[config.mk]
export PLATFORM = sky130hd
export DESIGN_NAME = icd_queue
export DESIGN_NICKNAME = d
export VERILOG_FILES = /design/src/rtl/core/icd_pkg.sv /design/src/rtl/core/icd_queue.sv
export SDC_FILE = /design/constraint.sdc
export NUM_CORES = 1
export LEC_CHECK = 0
export ABC_AREA = 1
export BUFFER_PORTS_ARGS = -buffer_cell sky130_fd_sc_hd__buf_4
export CAP_MARGIN = 20
export CORE_UTILIZATION = 50
export CTS_CLUSTER_DIAMETER = 100
export DETAILED_ROUTE_END_ITERATION = 7
export HOLD_SLACK_MARGIN = 0.1
export PLACE_DENSITY_LB_ADDON = 0.12
export SLEW_MARGIN = 10
export SYNTH_ARGS = -nofsm -noshare
export SYNTH_HDL_FRONTEND = slang
export SYNTH_SLANG_ARGS = --single-unit
[constraint.sdc]
create_clock -name clk -period 6.9 [get_ports clk]
set_input_delay 0.345 -clock clk [delete_from_list [all_inputs] [get_ports clk]]
set_output_delay 0.345 -clock clk [all_outputs]
set_load 0.005 [all_outputs]
[src/rtl/core/icd_pkg.sv]
// Shared types and constants for the serial clock divider search.
// Used by every module of the block; no dependencies.
package icd_pkg;
	localparam int HZW    = 31;
	localparam int SPW    = 20;
	localparam int NCODE  = 4;
	localparam int PSHIFT = 5;
	localparam int DOFF   = 3;
	localparam int DMAX   = 255;
	localparam int MW     = 9;
	localparam int HSW    = 28;
	localparam int FSTG   = HZW;
	localparam int BSTG   = SPW;
	localparam int QDEPTH = 4;
	localparam int QAW    = 2;

	typedef struct packed {
		logic [HZW-1:0]            hz;
		logic [SPW-1:0]            speed;
		logic [NCODE-1:0]          ok;
		logic [NCODE-1:0][MW-1:0]  m;
	} mid_t;

	typedef struct packed {
		logic            found;
		logic [1:0]      code;
		logic [7:0]      div;
		logic [SPW-1:0]  short_amt;
	} res_t;

	typedef struct packed {
		logic full;
		logic empty;
	} qstat_t;
endpackage

[src/rtl/core/icd_queue.sv]
// Short queue between the front and back parts.
// Depends on icd_pkg.
module icd_queue (
	input  logic             clk,
	input  logic             arst_n,
	input  logic             wr,
	input  icd_pkg::mid_t    wdata,
	input  logic             rd,
	output icd_pkg::mid_t    rdata,
	output icd_pkg::qstat_t  stat
);
	import icd_pkg::*;

	mid_t            mem_q [QDEPTH];
	logic [QAW-1:0]  wp_q;
	logic [QAW-1:0]  rp_q;
	logic [QAW:0]    cnt_q;

	assign stat.full  = cnt_q == (QAW+1)'(QDEPTH);
	assign stat.empty = cnt_q == '0;
	assign rdata      = mem_q[rp_q];

	always_ff @(posedge clk or negedge arst_n) begin
		if (!arst_n) begin
			wp_q  <= '0;
			rp_q  <= '0;
			cnt_q <= '0;
		end else begin
			if (wr) wp_q <= wp_q + 1'b1;
			if (rd) rp_q <= rp_q + 1'b1;
			cnt_q <= cnt_q + (QAW+1)'(wr) - (QAW+1)'(rd);
		end
	end

	always_ff @(posedge clk) begin
		if (wr) mem_q[wp_q] <= wdata;
	end
endmodule

==> summary.txt, run 1 <==
Outcome
  – Status: finished, violations left
  – Failing checks: DRC

Floorplan
  – Rows: 64
  – Die H: 180 um
  – Die Wd: 180 um
  – DIE AREA: 32300 um^2
  – I/O pin cnt: 188
  – Initial Utilization: 51.2%
  – Core area: just over 30000 um^2

CTS
  – CTS Buf Count: 40
  – # clock sinks: 371
  – CTS Hold Bufs: 94
  – CTS H-tree depth: 2
  – CTS tree: done
  – Worst-path clk slew: 60 ps
  – Clock latency on the worst-skew pair: 520 ps
  – Clock Root Buffer: clkbuf_16
  – Clock buffer depth: 3
  – Post CTS Setup Buffer Count: 0
  – CTS resizes: 0

Synthesis
  – Yosys warns: 0
  – Leading area contributor after synthesis: edfxtp_1
  – Sequential share of the synthesized area: a little over two thirds
  – Post-synth ARST share: roughly 1.9%
  – Syn nets: between 1500 and 2000
  – Synth top area share: 69.3%
  – Synth cell types: 15
  – Largest cells by area after synthesis: edfxtp_1 69%, nand2_1 11%, inv_1 9.0%, nand3_1 5.8%, buf_6 1.6%
  – Register bit total from synthesis: 371
  – Syn avg cell area: 10.7 um^2
  – Post-synth top cells: 466 x nand2_1, 377 x inv_1, 364 x edfxtp_1, 183 x nand3_1, 34 x buf_2
  – Cell area after synthesis: 15800 um^2
  – Synth Flop Type: edfxtp_1
  – Syn Inst Count: ~1500
  – Most frequent cell after synthesis: nand2_1
  – EDFF count, synth: approximately 360

Worst setup path
  – Setup crit end: rdata[86]
  – Crit. End Element: output port
  – RR Startpoint: wp_q[1]$_DFFE_PN0P_
  – R2R setup slack: around 4500 ps
  – CP startpoint: rp_q[0]$_DFFE_PN0P_
  – CP Max Fanout: 83
  – Reg2Reg Depth: 5
  – WS Path Type: flip-flop to output port
  – Reg-to-Reg End: mem_q[1][51]$_DFFE_PP_
  – Worst EP arrival: approximately 3400 ps
  – Critical path startpoint category: flip-flop
  – CP required: roughly 6600 ps

GRT
  – Vias in the first global route: 10200
  – Total global-route track usage: 20.7%
  – Global-route wire length before repair: 52200 um
  – Largest net degree at the start of global routing: 100
  – GRT Residual Overflow: 0
  – Initial antenna violation count: 1

Pwr
  – Cell leakage power: 8.99 nW
  – Max VDD drop: 336 uV
  – Pwr Total: 7.72 mW
  – PwrDens: between 300 and 400 nW/um^2

Timing
  – Slew Viols, Final: 0
  – Hold slack: around 170 ps
  – Final count of hold timing violations: 0
  – Endpoints failing setup: 0
  – Max_slew headroom: 30.6%
  – Fmax: 264 MHz
  – RSZ-0062 raised after global routing: no
  – TNS Setup: 0 ps
  – Minimum clock period: 3780 ps
  – Fin crit share: a little over half
  – Worst Tran Pin Value: 1040 ps
  – Worst Skew: 16.2 ps

Route
  – DR WL/cell: approximately 15 um
  – 1st-iter DRT viols: 549
  – Pre-antenna DRT Iters: 7
  – Drt total wl: 32500 um
  – DR vias/cell: 4.69
  – Vias after detailed routing: roughly 10000
  – ANT nets after route: 0
  – DRC: 9

Placed design
  – IO buf count: 187
  – Area after DPL: 17300 um^2
  – Placed cell count: about 2000
  – RD Place Congestion: between 0.7 and 0.8
  – Dpl hpwl: 17300 um

Cells and area
  – Final Net Count: around 1800
  – Non-Filler Instances: about 2200
  – Fillers: 2426
  – Layout cells sized above 1: around 14%
  – Area Growth Syn to Fin: 23.1%
  – Design area: 19400 um^2

Job
  – Max Cap Viol: 0

Worst hold path
  – Hold WC Path Type: input pin to asynchronous set/reset pin
==> kinds of logic (layout without fill, tap and decap cells) <==
kind of cell	count (synthesis)	after routing	synth area share [%]
compound gates	1	1	0.0317
xor+xnor	3	3	0.167
other cells	0	1	0
simple gates	651	651	17.0
flops	371	371	70.4
buf+inv	440	734	11.9
fa+ha+maj	7	7	0.603
==> worst max-delay path, stage by stage, from the launching register on <==
cell and delay, ps:
dfrtp_4 850, buf_4 650, buf_4 860, nand2_1 110
nand3_1 110, nand2_1 150, buf_4 170
==> how the worst min path moves through the flow <==
stage                                     end  slack (ps)  cells past startpoint
after floorplan            cnt_q[0]$_DFF_PN0_          50                      0
after global placement     cnt_q[0]$_DFF_PN0_         160                      1
after detailed placement   cnt_q[2]$_DFF_PN0_         170                      1
after CTS                 rp_q[1]$_DFFE_PN0P_         140                      2
after global routing      rp_q[1]$_DFFE_PN0P_         160                      2
final                      cnt_q[2]$_DFF_PN0_         170                      2
==> registers in the layout, indices dropped and copies added (netlist names) <==
| register | count |
|---|---|
| wp_q | 2 |
| cnt_q | 3 |
| mem_q | 364 |
| rp_q | 2 |
==> layout by cell type (no fill, tap or decap), types with 8 or more instances in the layout <==
cell / instances
nand2_1: 466
nand3_1: 183
inv_1: 372
clkbuf_16: 41
edfxtp_1: 364
buf_4: 196
dlygate4sd3_1: 94
clkbuf_1: 11
clkinv_2: 8
==> routing by layer <==
metal	vias up	wire length [um]	share of wire [%]	global-route usage, %
met2	210	16200	50	36.9
met1	4769	14000	43	26.1
li1	5123	-	-	-
met4	0	561	1.7	5.00
met3	41	1640	5.1	3.73
met5	-	0	0	0
==> through the flow <==
stage	setup slack [ps]	utilization, %
finish	3120	63.0
global route	2840	63.0
CTS	3050	63.0
detailed placement	3620	56.2
global placement	3660	56.2
floorplan	4010	-
==> area by class of cell <==
type | count | area [um^2] | area share, %
Antenna cell | 1 | 2.50 | 0.0129
Timing Repair Buffer | 290 | 2410 | 12.4
Clock inverter | 14 | 87.6 | 0.451
Multi-Input combinational cell | 662 | 2800 | 14.4
Sequential cell | 371 | 11100 | 57.2
Inverter | 378 | 1440 | 7.39
Clock buffer | 52 | 1070 | 5.50
Tap cell | 396 | 495 | 2.55
==> report_power, final <==
part | switching [mW] | internal, mW | total (mW)
sequential | 0.163 | 2.95 | 3.12
clock | 0.813 | 1.12 | 1.93
combinational | 1.63 | 1.04 | 2.67
total | 2.61 | 5.11 | 7.72
No activity file was read; power rests on OpenSTA's default activity.
==> inputs of run 2 (changes only) <==
- clock period: 6.9 -> 3.4 ns (I/O delays scaled with it)
==> run 2 against run 1 <==
  * The run still ends with DRC left
  * Hold slack gained 220 ps
  * Non-clock buffer count rose by 11
  * Die area is the same
  * Sequential power is 100% higher
  * Final area grew 1.8%
==> summary.txt, run 2 (synthesized netlist as in run 1, its figures left out) <==
Cells and area
  – Final Net Count: 1855 (+0.54%)
  – Most common cell after layout, fill and taps aside: nand2_1
  – Layout cells sized above 1: 15.1% (+0.77 points)
  – Largest Register: mem_q
  – Non-Filler Instances: 2181 (+0.79%)
  – Biggest regs: mem_q x364, cnt_q x3
  – Max FFs per register: 364 (unchanged)
  – Area Growth Syn to Fin: 25.2%
  – Most frequent cells in the layout: 466 x nand2_1, 372 x inv_1, 364 x edfxtp_1

CTS
  – Clock latency on the worst-skew pair: 520 ps (about the same)
  – CTS H-tree depth: 2 (unchanged)
  – CTS tree: done
  – CTS Buf Count: 39 (-2.5%)
  – CTS Hold Bufs: 95 (+1.1%)
  – Clock buffer depth: 3 (unchanged)
  – Clock Root Buffer: clkbuf_16
  – CTS resizes: 0 (unchanged)
  – Worst-path clk slew: 60 ps (about the same)
  – # clock sinks: 371 (unchanged)
  – Post CTS Setup Buffer Count: 0 (unchanged)

Placed design
  – Placed cell count: 2013 (+0.50%)
  – Pre-CTS setup slack: 1270 ps (-2340 ps)
  – RD Place Congestion: 0.718 (+0.71%)
  – IO buf count: 187 (unchanged)
  – Dpl hpwl: 17600 um (+1.7%)

Timing
  – Minimum clock period: between 2000 and 3000 ps
  – Hold slack: 391 ps (+218 ps)
  – Slew Viols, Final: 0 (unchanged)
  – Worst Tran Pin Value: 777 ps (-264 ps)
  – Worst Skew: 9.33 ps (-6.84 ps)
  – TNS Setup: 0 ps (unchanged)
  – Max_slew headroom: 48.2% (+18 points)
  – RSZ-0062 raised after global routing: no
  – Fin crit share: 78.9%
  – Setup ws final: 718 ps (-2400 ps)
  – Final count of hold timing violations: 0 (unchanged)
  – Endpoints failing setup: 0 (unchanged)
  – Fmax: between 300 and 400 MHz

Floorplan
  – I/O pin cnt: 188 (unchanged)
  – DIE AREA: 32300 um^2 (unchanged)
  – Die H: 180 um (unchanged)
  – Initial Utilization: 51.2% (unchanged)
  – Rows: 64 (unchanged)
  – Die Wd: 180 um (unchanged)
  – Core area: 30800 um^2 (unchanged)

Pwr
  – Logic pwr share: 34.4% (-0.2 points)
  – Max VDD drop: 702 uV (+110%)
  – Sw Ratio: 32.6% (-1.2 points)
  – Part of the power in registers: 38.5% (-1.9 points)
  – PwrDens: 822 nW/um^2 (+110%)
  – Cell leakage power: 9.15 nW (+1.8%)
  – Clk pwr share: 27.1% (+2.1 points)
  – P_sw: 5.30 mW (+100%)
  – P_int: 10.9 mW (+110%)

Route
  – Drt total wl: 32000 um (-1.3%)
  – Pre-antenna DRT Iters: 8 (+1)
  – Vias after detailed routing: 10218 (+0.74%)
  – DRC: 9 (unchanged)
  – 1st-iter DRT viols: 549 (unchanged)
  – DR vias/cell: 4.69 (about the same)
  – DR WL/cell: 14.7 um (-2.1%)
  – ANT nets after route: 0 (unchanged)

Outcome
  – Status: finished, violations left
  – Failing checks: DRC

GRT
  – Initial antenna violation count: 2 (+1)
  – GRT Residual Overflow: 0 (unchanged)
  – Global-route wire length before repair: 52200 um (about the same)
  – Vias in the first global route: 10247 (+0.46%)
  – Total global-route track usage: 20.5% (-0.17 points)
  – Largest net degree at the start of global routing: 147 (+47%)

Worst setup path
  – CP Cell Sequence: inv_6 -> buf_4 -> nand2_1 -> nand3_1 -> nand2_1 -> buf_4
  – CP Max Fanout: 43 (-48%)
  – R2R setup slack: 1440 ps (-3050 ps)
  – Max stage delay on crit path: 680 ps (-180 ps)
  – Worst EP arrival: 2510 ps (-930 ps)
  – Critical path startpoint category: flip-flop
  – CP required: 3230 ps (-3320 ps)
  – Slowest stage cell on the critical path: dfrtp_4
  – Crit. End Element: output port
  – WS Path Type: flip-flop to output port

Worst hold path
  – Hold WC Path Type: input pin to flip-flop

Job
  – Max Cap Viol: 0 (unchanged)
==> run 2: power by group through the flow <==
stage	Combinational (mW)	Sequential (mW)	Clock, mW
floorplan	3.35	6.28	0
global placement	5.50	6.33	0
detailed placement	5.57	6.35	0
CTS	5.68	6.26	4.51
global route	6.30	6.33	4.68
finish	5.59	6.25	4.40
==> run 2: through the flow <==
stage	util [%]	cell area, um^2	total power [mW]
final	64.1	19800	16.2
after global routing	64.1	19800	17.3
after floorplan	-	15800	9.63
after global placement	56.7	17500	11.8
after CTS	64.1	19800	16.4
after detailed placement	56.7	17500	11.9
==> run 2: metal layers <==
| layer | track usage (%) | vias to the layer above | wire length, um |
|---|---|---|---|
| li1 | - | 5148 | - |
| met1 | 26.6 | 4770 | 14000 |
| met2 | 35.5 | 238 | 15700 |
| met3 | 3.48 | 62 | 1490 |
| met4 | 6.07 | 0 | 819 |
| met5 | 0 | - | 0 |
==> run 2: worst max-delay path, delay by kind of cell (launching register included) <==
family	cells	cell delay, ps
DFF	1	680
buffers and inverters	3	970
and+or+nand+nor	3	290
==> run 2: layout make-up <==
type,count,area (um^2)
tap,396,495
antenna,2,5.00
clock inverter,18,264
multi-input combinational,662,2800
sequential,371,11100
timing repair buffer,301,2570
fill,2367,11100
inverter,378,1440
clock buffer,53,1070
==> run 2: worst paths after layout <==
kind	from	end	cells past startpoint
min	wdata[7]	mem_q[3][7]$_DFFE_PP_	2
max in group asynchronous	arst_n	rp_q[1]$_DFFE_PN0P_	3
max reg2reg	wp_q[0]$_DFFE_PN0P_	mem_q[2][78]$_DFFE_PP_	5
max	rp_q[0]$_DFFE_PN0P_	rdata[67]	6
min reg2reg	wp_q[0]$_DFFE_PN0P_	wp_q[0]$_DFFE_PN0P_	1
min in group asynchronous	arst_n	cnt_q[1]$_DFF_PN0_	3
